$ cat src/sv/cbrw_pkg.sv
// ----------------------------------------------------------------------------
// cbrw_pkg
// Shared types, window constants and flush helper for the byte run combiner.
// ----------------------------------------------------------------------------
package cbrw_pkg;

    localparam logic [1:0] ERR_NONE     = 2'd0;
    localparam logic [1:0] ERR_WINDOW   = 2'd1;
    localparam logic [1:0] ERR_OVERFLOW = 2'd2;

    localparam logic [2:0] WIDTH_NONE = 3'd0;
    localparam logic [2:0] WIDTH_ONE  = 3'd1;
    localparam logic [2:0] WIDTH_TWO  = 3'd2;
    localparam logic [2:0] WIDTH_FOUR = 3'd4;

    localparam logic [31:0] WRAM_HIGH = 32'h0003_FFFF;
    localparam logic [31:0] WRAM_BASE = 32'h0200_0000;
    localparam logic [31:0] IRAM_LOW  = 32'h0004_0000;
    localparam logic [31:0] IRAM_HIGH = 32'h0004_7FFF;
    localparam logic [31:0] IRAM_BASE = 32'h0300_0000;
    localparam logic [31:0] IO_LOW    = 32'h0008_0000;
    localparam logic [31:0] IO_HIGH   = 32'h0008_03FF;
    localparam logic [31:0] IO_BASE   = 32'h0400_0000;

    // result queue entries, a power of two
    localparam int RESULT_DEPTH = 8;

    typedef struct packed {
        logic [31:0] address;
        logic [31:0] value;
        logic [2:0]  width;
        logic [1:0]  error;
        logic        last;
    } t_result;

    // up to two results from closing a segment
    typedef struct packed {
        logic [1:0] count;
        t_result    res1;
        t_result    res0;
    } t_flush;

    // all results caused by one input beat
    typedef struct packed {
        logic [1:0] count;
        t_result    res2;
        t_result    res1;
        t_result    res0;
    } t_burst;

    localparam t_result RESULT_EMPTY = '{address: 32'd0, value: 32'd0,
                                         width: WIDTH_NONE, error: ERR_NONE,
                                         last: 1'b0};

    function automatic t_flush flush_results(input logic [23:0] bytes,
                                             input logic [1:0]  cnt,
                                             input logic [31:0] end_addr);
        t_flush      f;
        logic [31:0] start;
        start = end_addr - {30'd0, cnt};
        f.count = 2'd0;
        f.res0  = RESULT_EMPTY;
        f.res1  = RESULT_EMPTY;
        case (cnt)
            2'd1: begin
                f.count         = 2'd1;
                f.res0.address  = start;
                f.res0.value    = {24'd0, bytes[7:0]};
                f.res0.width    = WIDTH_ONE;
            end
            2'd2: begin
                f.count         = 2'd1;
                f.res0.address  = start;
                f.res0.value    = {16'd0, bytes[15:0]};
                f.res0.width    = WIDTH_TWO;
            end
            2'd3: begin
                f.count         = 2'd2;
                f.res0.address  = start;
                f.res0.value    = {16'd0, bytes[15:0]};
                f.res0.width    = WIDTH_TWO;
                f.res1.address  = start + 32'd2;
                f.res1.value    = {24'd0, bytes[23:16]};
                f.res1.width    = WIDTH_ONE;
            end
            default: begin
                f.count = 2'd0;
            end
        endcase
        return f;
    endfunction

endpackage

$ cat src/sv/cbrw_core.sv
// ----------------------------------------------------------------------------
// cbrw_core
// Input register, address mapping and segment packing; emits one burst of
// up to three results per input beat.
// ----------------------------------------------------------------------------
module cbrw_core
    import cbrw_pkg::*;
(
    input  logic        i_clk,
    input  logic        i_rst_n,
    input  logic        i_valid,
    output logic        o_ready,
    input  logic [7:0]  i_byte_value,
    input  logic        i_first_of_run,
    input  logic [31:0] i_run_address,
    input  logic        i_condition_mode,
    input  logic        i_last_of_run,
    input  logic        i_space,
    output logic        o_burst_valid,
    output t_burst      o_burst
);

    logic        r_in_valid;
    logic [7:0]  r_byte;
    logic        r_first;
    logic [31:0] r_start;
    logic        r_cond;
    logic        r_last;

    logic [32:0] r_next_compact, n_next_compact;
    logic [31:0] r_expected_full, n_expected_full;
    logic [23:0] r_pending_bytes, n_pending_bytes;
    logic [1:0]  r_pending_count, n_pending_count;
    logic        r_run_condition, n_run_condition;
    logic        r_segment_open, n_segment_open;
    logic        r_discarding, n_discarding;

    logic        fire;
    logic        active;
    logic        cond;
    logic        seg;
    logic [32:0] addr;
    logic [31:0] lo;
    logic        in_wram, in_iram, in_io;
    logic [1:0]  err;
    logic [31:0] full;
    logic        preflush;
    t_flush      pre;
    t_flush      post;
    logic [1:0]  pc;
    logic [23:0] pb;
    logic [23:0] new_pb;
    logic [1:0]  new_pc;
    t_burst      burst;

    assign fire          = r_in_valid && i_space;
    assign o_ready       = !r_in_valid || fire;
    assign o_burst_valid = fire;
    assign o_burst       = burst;

    always_ff @(posedge i_clk) begin
        if (!i_rst_n) begin
            r_in_valid <= 1'b0;
        end else if (i_valid && o_ready) begin
            r_in_valid <= 1'b1;
        end else if (fire) begin
            r_in_valid <= 1'b0;
        end
    end

    always_ff @(posedge i_clk) begin
        if (i_valid && o_ready) begin
            r_byte  <= i_byte_value;
            r_first <= i_first_of_run;
            r_start <= i_run_address;
            r_cond  <= i_condition_mode;
            r_last  <= i_last_of_run;
        end
    end

    always_ff @(posedge i_clk) begin
        if (!i_rst_n) begin
            r_next_compact  <= '0;
            r_expected_full <= '0;
            r_pending_bytes <= '0;
            r_pending_count <= '0;
            r_run_condition <= 1'b0;
            r_segment_open  <= 1'b0;
            r_discarding    <= 1'b0;
        end else if (fire) begin
            r_next_compact  <= n_next_compact;
            r_expected_full <= n_expected_full;
            r_pending_bytes <= n_pending_bytes;
            r_pending_count <= n_pending_count;
            r_run_condition <= n_run_condition;
            r_segment_open  <= n_segment_open;
            r_discarding    <= n_discarding;
        end
    end

    // address mapping
    always_comb begin
        addr    = r_first ? {1'b0, r_start} : r_next_compact;
        cond    = r_first ? r_cond : r_run_condition;
        seg     = r_first ? 1'b0 : r_segment_open;
        active  = r_first || !r_discarding;
        lo      = addr[31:0];
        in_wram = (lo <= WRAM_HIGH);
        in_iram = (lo >= IRAM_LOW) && (lo <= IRAM_HIGH);
        in_io   = cond && (lo >= IO_LOW) && (lo <= IO_HIGH);
        if (addr[32]) begin
            err = ERR_OVERFLOW;
        end else if (in_wram || in_iram || in_io) begin
            err = ERR_NONE;
        end else begin
            err = ERR_WINDOW;
        end
        if (in_wram) begin
            full = WRAM_BASE + lo;
        end else if (in_iram) begin
            full = IRAM_BASE + (lo - IRAM_LOW);
        end else begin
            full = IO_BASE + (lo - IO_LOW);
        end
    end

    // segment packing and state update
    always_comb begin
        preflush = r_first ||
                   (active && ((err != ERR_NONE) || !seg || (full != r_expected_full)));
        pre = flush_results(r_pending_bytes, preflush ? r_pending_count : 2'd0,
                            r_expected_full);
        pc  = preflush ? 2'd0 : r_pending_count;
        pb  = preflush ? 24'd0 : r_pending_bytes;

        case (pc)
            2'd0:    new_pb = {16'd0, r_byte};
            2'd1:    new_pb = {8'd0, r_byte, pb[7:0]};
            default: new_pb = {r_byte, pb[15:0]};
        endcase
        new_pc = pc + 2'd1;

        post            = '0;
        post.res0       = RESULT_EMPTY;
        post.res1       = RESULT_EMPTY;
        n_next_compact  = addr;
        n_expected_full = r_expected_full;
        n_pending_bytes = pb;
        n_pending_count = pc;
        n_run_condition = cond;
        n_segment_open  = seg;
        n_discarding    = !active;

        if (active) begin
            if (err != ERR_NONE) begin
                post.count        = 2'd1;
                post.res0.address = lo;
                post.res0.error   = err;
                n_pending_bytes   = '0;
                n_pending_count   = '0;
                n_segment_open    = 1'b0;
                n_discarding      = 1'b1;
            end else begin
                n_expected_full = full + 32'd1;
                n_next_compact  = addr + 33'd1;
                n_segment_open  = !r_last;
                if (pc == 2'd3) begin
                    post.count        = 2'd1;
                    post.res0.address = full - 32'd3;
                    post.res0.value   = {r_byte, pb};
                    post.res0.width   = WIDTH_FOUR;
                    n_pending_bytes   = '0;
                    n_pending_count   = '0;
                end else if (r_last) begin
                    post            = flush_results(new_pb, new_pc, full + 32'd1);
                    n_pending_bytes = '0;
                    n_pending_count = '0;
                end else begin
                    n_pending_bytes = new_pb;
                    n_pending_count = new_pc;
                end
            end
        end

        burst.count = pre.count + post.count;
        burst.res0  = (pre.count != 2'd0) ? pre.res0 : post.res0;
        case (pre.count)
            2'd2: begin
                burst.res1 = pre.res1;
                burst.res2 = post.res0;
            end
            2'd1: begin
                burst.res1 = post.res0;
                burst.res2 = post.res1;
            end
            default: begin
                burst.res1 = post.res1;
                burst.res2 = RESULT_EMPTY;
            end
        endcase
        case (burst.count)
            2'd1:    burst.res0.last = 1'b1;
            2'd2:    burst.res1.last = 1'b1;
            2'd3:    burst.res2.last = 1'b1;
            default: burst.res0.last = burst.res0.last;
        endcase
    end

endmodule

$ cat src/sv/cbrw_result_fifo.sv
// ----------------------------------------------------------------------------
// cbrw_result_fifo
// Result queue: takes a burst of up to three results per cycle, hands out
// one result per output beat.
// ----------------------------------------------------------------------------
module cbrw_result_fifo
    import cbrw_pkg::*;
(
    input  logic    i_clk,
    input  logic    i_rst_n,
    input  logic    i_push,
    input  t_burst  i_burst,
    output logic    o_space,
    output logic    o_valid,
    input  logic    i_ready,
    output t_result o_result
);

    localparam int PTR_W = $clog2(RESULT_DEPTH);
    localparam int CNT_W = $clog2(RESULT_DEPTH + 1);

    t_result            r_mem [RESULT_DEPTH];
    logic [PTR_W-1:0]   r_wr_ptr, n_wr_ptr;
    logic [PTR_W-1:0]   r_rd_ptr, n_rd_ptr;
    logic [CNT_W-1:0]   r_count, n_count;
    logic [CNT_W-1:0]   push_n;
    logic               pop;

    assign o_space  = (r_count <= CNT_W'(RESULT_DEPTH - 3));
    assign o_valid  = (r_count != '0);
    assign o_result = r_mem[r_rd_ptr];
    assign pop      = o_valid && i_ready;

    always_comb begin
        push_n   = i_push ? CNT_W'(i_burst.count) : '0;
        n_wr_ptr = r_wr_ptr + PTR_W'(push_n);
        n_rd_ptr = pop ? r_rd_ptr + PTR_W'(1) : r_rd_ptr;
        n_count  = r_count + push_n - (pop ? CNT_W'(1) : CNT_W'(0));
    end

    always_ff @(posedge i_clk) begin
        if (!i_rst_n) begin
            r_wr_ptr <= '0;
            r_rd_ptr <= '0;
            r_count  <= '0;
        end else begin
            r_wr_ptr <= n_wr_ptr;
            r_rd_ptr <= n_rd_ptr;
            r_count  <= n_count;
        end
    end

    always_ff @(posedge i_clk) begin
        if (i_push) begin
            if (i_burst.count >= 2'd1) begin
                r_mem[r_wr_ptr] <= i_burst.res0;
            end
            if (i_burst.count >= 2'd2) begin
                r_mem[r_wr_ptr + PTR_W'(1)] <= i_burst.res1;
            end
            if (i_burst.count == 2'd3) begin
                r_mem[r_wr_ptr + PTR_W'(2)] <= i_burst.res2;
            end
        end
    end

endmodule

$ cat src/sv/compact_byte_run_write_combiner_top.sv
// ----------------------------------------------------------------------------
// compact_byte_run_write_combiner_top
// Maps byte runs at compact addresses into bus windows and packs contiguous
// bytes into little-endian writes of 4, 2 and 1 bytes.
//
//   channel  direction  handshake            payload
//   input    in         i_valid / o_ready    byte, run flags, run address
//   result   out        o_valid / i_ready    write address, value, width, error
//
// one input beat per cycle unless stalled; each beat is registered, then packed
// into a burst of zero to three results pushed into an eight-entry result queue
// the input side stalls only while the queue has fewer than three free slots
// results leave one per output beat; each passes the input register, then the queue
// synchronous active-low reset clears run state and empties the queue
// ----------------------------------------------------------------------------
module compact_byte_run_write_combiner_top
    import cbrw_pkg::*;
(
    input  logic        i_clk,
    input  logic        i_rst_n,
    input  logic        i_valid,
    output logic        o_ready,
    input  logic [7:0]  i_byte_value,
    input  logic        i_first_of_run,
    input  logic [31:0] i_run_address,
    input  logic        i_condition_mode,
    input  logic        i_last_of_run,
    output logic        o_valid,
    input  logic        i_ready,
    output logic [31:0] o_write_address,
    output logic [31:0] o_write_value,
    output logic [2:0]  o_write_width,
    output logic [1:0]  o_error_code,
    output logic        o_last_result
);

    logic    space;
    logic    burst_valid;
    t_burst  burst;
    t_result result;

    cbrw_core u_core (
        .i_clk            (i_clk),
        .i_rst_n          (i_rst_n),
        .i_valid          (i_valid),
        .o_ready          (o_ready),
        .i_byte_value     (i_byte_value),
        .i_first_of_run   (i_first_of_run),
        .i_run_address    (i_run_address),
        .i_condition_mode (i_condition_mode),
        .i_last_of_run    (i_last_of_run),
        .i_space          (space),
        .o_burst_valid    (burst_valid),
        .o_burst          (burst)
    );

    cbrw_result_fifo u_fifo (
        .i_clk    (i_clk),
        .i_rst_n  (i_rst_n),
        .i_push   (burst_valid),
        .i_burst  (burst),
        .o_space  (space),
        .o_valid  (o_valid),
        .i_ready  (i_ready),
        .o_result (result)
    );

    assign o_write_address = result.address;
    assign o_write_value   = result.value;
    assign o_write_width   = result.width;
    assign o_error_code    = result.error;
    assign o_last_result   = result.last;

endmodule

$ cat config.mk
export PLATFORM = sky130hd
export DESIGN_NAME = compact_byte_run_write_combiner_top
export DESIGN_NICKNAME = d
export VERILOG_FILES = /design/src/sv/cbrw_pkg.sv /design/src/sv/cbrw_core.sv /design/src/sv/cbrw_result_fifo.sv /design/src/sv/compact_byte_run_write_combiner_top.sv
export SDC_FILE = /design/constraint.sdc
export NUM_CORES = 2
export LEC_CHECK = 0
export ABC_CLOCK_PERIOD_IN_PS = 38400
export BUFFER_PORTS_ARGS = -buffer_cell sky130_fd_sc_hd__buf_2
export CAP_MARGIN = 30
export CORE_ASPECT_RATIO = 0.5
export CORE_MARGIN = 3
export CORE_UTILIZATION = 40
export CTS_BUF_LIST = sky130_fd_sc_hd__clkbuf_16
export CTS_CLUSTER_DIAMETER = 40
export DETAILED_ROUTE_END_ITERATION = 12
export GPL_ROUTABILITY_DRIVEN = 0
export HOLD_SLACK_MARGIN = 0.03
export PLACE_DENSITY = 0.58
export SYNTH_ARGS = -nofsm -noshare
export SYNTH_HDL_FRONTEND = slang
export SYNTH_SLANG_ARGS = --single-unit
export TNS_END_PERCENT = 100
$ cat constraint.sdc
create_clock -name i_clk -period 38.4 [get_ports i_clk]
set_input_delay 7.68 -clock i_clk [delete_from_list [all_inputs] [get_ports i_clk]]
set_output_delay 7.68 -clock i_clk [all_outputs]
set_load 0.03 [all_outputs]
* Word level (Yosys, flattened, before mapping)
Memory sizes are Yosys's and may differ from the RTL's. A register that Yosys moved wholly into a read port is not among the register bits.
Cells that the tools add are included.
** Word-level totals
- Register bits after elaboration :: 148
- Bits in latches :: 0
- Bits in writable memories :: 560
- Memory bits (read-only) :: 0
- Input bits :: 47
- Logic and storage cells :: 152
- Memories kept :: 1
** Cells by class
- $add $sub $neg :: 20
- Multipliers :: 0
- Div/mod/pow operators :: 0
- $lt $le $gt $ge :: 8
- Eq/ne operators :: 14
- Shift operators :: 0
- Mux-type cells :: 63
- Bitwise gates (word level) :: 1
- Reductions and logical operators :: 29
** Memory list
- u_fifo.r_mem :: depth 8, bits a word 70, read ports 1, clocked after memory_dff 1, write ports 3, RTL line cbrw_result_fifo.sv:22 : t_result r_mem [RESULT_DEPTH];
** Operators with widths (number)
- 142-bit two-way mux :: 2
- 140-bit case mux with 2 select lines :: 1
- 67-bit case mux with 2 select lines :: 2
- 70-bit two-way mux :: 3
- 67-bit two-way mux :: 3
- 24-bit two-way mux :: 5
- 33-bit two-way mux :: 3
- 32-bit two-way mux :: 3
- 26-bit by 32-bit adder with 32-bit output, first input constant :: 2
- 32-bit by 2-bit adder with 32-bit output, second input constant :: 2
- 32-bit by 2-bit subtractor with 32-bit output :: 2
- 24-bit case mux with 2 select lines :: 1
- 35-bit two-way mux :: 1
- 33-bit by 1-bit adder with 33-bit output, second input constant :: 1
- 27-bit by 32-bit adder with 32-bit output, first input constant :: 1
- 32-bit by 1-bit adder with 32-bit output, second input constant :: 1
- 32-bit by 19-bit greater-or-equal comparator with 1-bit output, second input constant :: 1
- 32-bit by 20-bit greater-or-equal comparator with 1-bit output, second input constant :: 1
- 32-bit by 18-bit less-or-equal comparator with 1-bit output, second input constant :: 1
- 32-bit by 19-bit less-or-equal comparator with 1-bit output, second input constant :: 1
- 32-bit by 20-bit less-or-equal comparator with 1-bit output, second input constant :: 1
- 32-bit inequality test :: 1
- 32-bit by 19-bit subtractor with 32-bit output, second input constant :: 1
- 32-bit by 2-bit subtractor with 32-bit output, second input constant :: 1
- other kinds (26) :: 94

* Depth between registers and ports, before layout
- Depth in word-level cells :: 26
- Depth in mapped cells :: 41

* By module
Synthesis repeated with hierarchy kept, for this count alone.
** Second synthesis, totals
- Cell total of the unflattened synthesis :: 5494
- Area total of the unflattened synthesis :: 47750.8 um2
** By module, submodules not included
- cbrw_result_fifo :: times used 1, cells an instance 3635, area each 33677.3 um2, sequential area each 17076.4 um2
- cbrw_core :: times used 1, cells an instance 1859, area each 14073.5 um2, sequential area each 3193.1 um2

* Worst setup path before layout
No wires, ideal clock.
- Path type :: register to register
- From :: register u_core.r_first
- To :: memory u_fifo.r_mem[1][0] (netlist name), enable pin
- Setup time :: 0.602 ns
- Arrival :: 11.972 ns
- Required time :: 37.798 ns
- Path slack :: 25.825 ns
- Cell stages (with the launch flop) :: 32
- Path buffers :: 13
- Period minus slack after synthesis :: 12.575 ns
- Path through :: edfxtp_1 -> buf_6 -> buf_6 -> buf_6 -> buf_6 -> buf_6 -> buf_4 -> buf_6 -> buf_2 -> buf_2 -> buf_1 -> buf_1 -> mux2_2 -> inv_1 -> ha_1 -> a211oi_1 -> xor2_1 -> or4_1 -> or4_4 -> o31ai_4 -> buf_2 -> nand2_1 -> inv_1 -> ha_1 -> clkbuf_1 -> nor2b_1 -> and2_1 -> o2111ai_1 -> xnor2_1 -> nor2_1 -> o21ai_0 -> o31ai_1
** RTL lines
- from (decl) :: RTL line cbrw_core.sv:25 : logic r_first;
- from (signal assigned) :: RTL line cbrw_core.sv:74 : r_first <= i_first_of_run;
- to (decl) :: RTL line cbrw_result_fifo.sv:22

==> results.ini <==
[status]
outcome = completed

[synthesis]
ys_seq_area_frac = 0.476
synth_area_per_cell_um2 = 10.8
synth.area.top_cells = edfxtp_1, mux4_2, dfxtp_1
ys_warn_count = 0
synth_top_area_frac = 0.425
synth_cell_types = 107
synth_area_um2 = 42600
netlist_instances = 3939
synth_area_leader_cell = edfxtp_1
synth_fp_nets = 4028
async_flop_share = 0
synth_edf_count = 603
synth_seq_cells = 711
synth_ff_type = edfxtp_1

[cells_and_area]
multi_input_area_um2 = 21000
seq_area_um2 = 20300
areaGrowthSynthToFinish_pct = 13.8
final_nets = 4075
n_fill_cell = 9562
drive_gt1_frac = 0.187

[drt]
remaining_drc_errors = 0
wl_per_cell_um = 31.0
wl_met1_um = 67700
drt_wl_total_um = 169000
vias_per_cell = 6.79
vias = 37100
drt_pass1_iterations = 7
drtIter0Drc = 6102
highest_layer = met5
ant_nets = 0
wl_met2_um = 70400
wl_met3_um = 24400

[sta]
skew_ns = 0.0671
rsz0062_at_grt = false
worstMarginPinSlew_ns = 1.26
slew_headroom = 0.159
finalHoldViolCount = 0
finalCritPeriodShare = 0.306
setup_violations = 0
fin_crit_ns = 11.73
drv_slew = 0
fin_setup_tns_ns = 0
holdWs_ns = 0.467
fmax_ghz = 0.0852

[global_route]
grt_max_degree = 80
grt-ovfl-total = 0
gr-usage-all-layers = 0.297
grt_pass1_vias = 35300
grt_pass1_wl_um = 244000
antenna_found_initial = 3

[power_and_ir_drop]
p_leak_nw = 16.3
ir_worst_vdd_uv = 38.5
power.density_nw_per_um2 = 51.2
finalPower_mw = 2.48

[die]
dieArea_um2 = 111000
start_util = 0.409
dieWidth_um = 467
coreArea_um2 = 104000
die_h_um = 237
num_rows = 83
io_pins = 119

[cts]
root_buffer = clkbuf_16
cts.clk_slew.worst_paths_ns = 0.06
htreeDepth = 3
hold_buffers = 0
cts.sink_count = 711
cts_setup_buffers = 0
clk_path_buf_depth = 3
cts_tree = yes
cts_resized = 0
cts_buffers = 90
clock_latency_ns = 0.74

[worst_setup_path]
path_delay_family = buffers and inverters
cp_slowest_stage_delay_ns = 0.76
path_max_fanout = 41
cp_common_cell = buf_4
path_buf_inv = 4
critical_path_class = flop to primary output
worstPathRequired_ns = 30.72
crit_path_end_kind = primary output
arrival_ns = 4.05
path_cells = buf_4 -> buf_4 -> buf_16 -> mux4_2 -> mux2_2 -> buf_2
slowest_stage = buf_4
startpoint_type = flop

[place]
io_buffers = 118
hpwl_um = 111000

[run]
maxCapViolCount = 0

[worst_hold_path]
hp-class = flop to flop

==> flip-flops by register name, indices dropped and copies added (netlist names), named ones only <==
signal                  cells
u_fifo.r_wr_ptr             3
u_core.r_pending_count      2
u_core.r_first              1
u_core.r_next_compact      33
u_core.r_run_condition      1
u_core.r_last               1
u_core.r_in_valid           1
u_fifo.r_rd_ptr             3
u_core.r_expected_full     32
u_fifo.r_mem              560
u_core.r_pending_bytes     24
u_core.r_cond               1
u_core.r_segment_open       1
u_core.r_discarding         1
u_fifo.r_count              4
u_core.r_byte               8
u_core.r_start             32
==> cells by family (layout without fill, tap and decap cells) <==
kind of cell             after synthesis  after routing  share of synthesized area
AND/OR/NAND/NOR                     1312           1312                      0.144
other                                  0              1                          0
multiplexers                         270            270                      0.108
adder cells (fa/ha/maj)               42             42                     0.0130
XOR/XNOR                             189            189                     0.0392
buffers and inverters                366            487                     0.0343
flip-flops                           711            711                      0.476
AO/OA/AOI/OAI                       1049           1049                      0.186
==> routing by layer <==
metal,up-vias,global-route usage
li1,15500,-
met1,18300,0.414
met2,2857,0.427
met3,487,0.103
met4,2,0.106
met5,-,0.00130
==> cell type report <==
cell class,count,share of cell area
Antenna cell,1,0.0000517
Clock buffer,91,0.0470
Clock inverter,75,0.0191
Inverter,55,0.00426
Multi-Input combinational cell,2862,0.434
Sequential cell,711,0.419
Tap cell,1402,0.0362
Timing Repair Buffer,266,0.0404
==> synth_stat cells (38+ instances only) <==
| cell type | count |
|---|---|
| a21oi_1 | 81 |
| a221o_1 | 68 |
| a22oi_1 | 142 |
| and2_1 | 61 |
| clkbuf_1 | 259 |
| dfxtp_1 | 108 |
| edfxtp_1 | 603 |
| ha_1 | 38 |
| inv_1 | 48 |
| mux2_2 | 95 |
| mux4_2 | 140 |
| nand2_1 | 452 |
| nand3_1 | 68 |
| nor2_1 | 385 |
| nor2b_1 | 43 |
| nor3_1 | 68 |
| o21ai_0 | 134 |
| o221ai_1 | 161 |
| o22ai_1 | 120 |
| xnor2_1 | 139 |
| xor2_1 | 49 |
==> worst min-delay path, delay by kind of cell (launching register included) <==
kind               cells  cell delay, ns
and+or+nand+nor        1            0.05
AOI/OAI and AO/OA      1            0.07
DFF                    1            0.30
==> final timing paths <==
check / cells after the start / end / slack [ns] / startpoint
worst max-delay path: 6 / o_write_value[10] / 26.67 / flop
worst min-delay path: 2 / u_core.r_run_condition / 0.47 / u_core.r_run_condition
worst max register to register: 32 / u_fifo.r_mem[3][61] / 26.93 / u_core.r_first
worst min register to register: 2 / u_core.r_run_condition / 0.47 / u_core.r_run_condition
==> report_power, final <==
part / internal (mW) / switching (mW) / leakage, nW
clock network: 0.531 / 0.377 / 1.57
logic: 0.262 / 0.404 / 7.96
registers: 0.878 / 0.0298 / 6.78
total: 1.67 / 0.811 / 16.3
==> placed cells by master (no fill, tap or decap), types with 24 or more instances in the layout <==
master	count
a21boi_0	29
xor2_1	49
xnor2_1	139
nand3_1	68
nor3_1	63
a21oi_1	81
o221ai_1	161
dfxtp_1	105
mux2i_1	32
mux2_2	95
inv_1	57
buf_2	119
o21ai_1	24
nand4_1	28
o21ai_0	128
ha_1	37
or3_1	33
nand2_1	452
a221o_1	68
mux4_2	140
and2_1	60
clkbuf_16	92
nor2_1	376
buf_4	130
and3_1	33
o22ai_1	120
edfxtp_1	603
a22oi_1	142
nor2b_1	41
==> metrics by stage <==
stage	instances	utilization	instance area, um2	setup slack [ns]
after global placement	5270	0.430	44800	26.78
after floorplan	3939	-	42600	25.83
after CTS	5453	0.464	48300	26.42
after global routing	5463	0.466	48400	26.36
final	5463	0.466	48400	26.67
after detailed placement	5287	0.433	45100	26.64
Note: power is estimated with default switching activity, not from simulation.
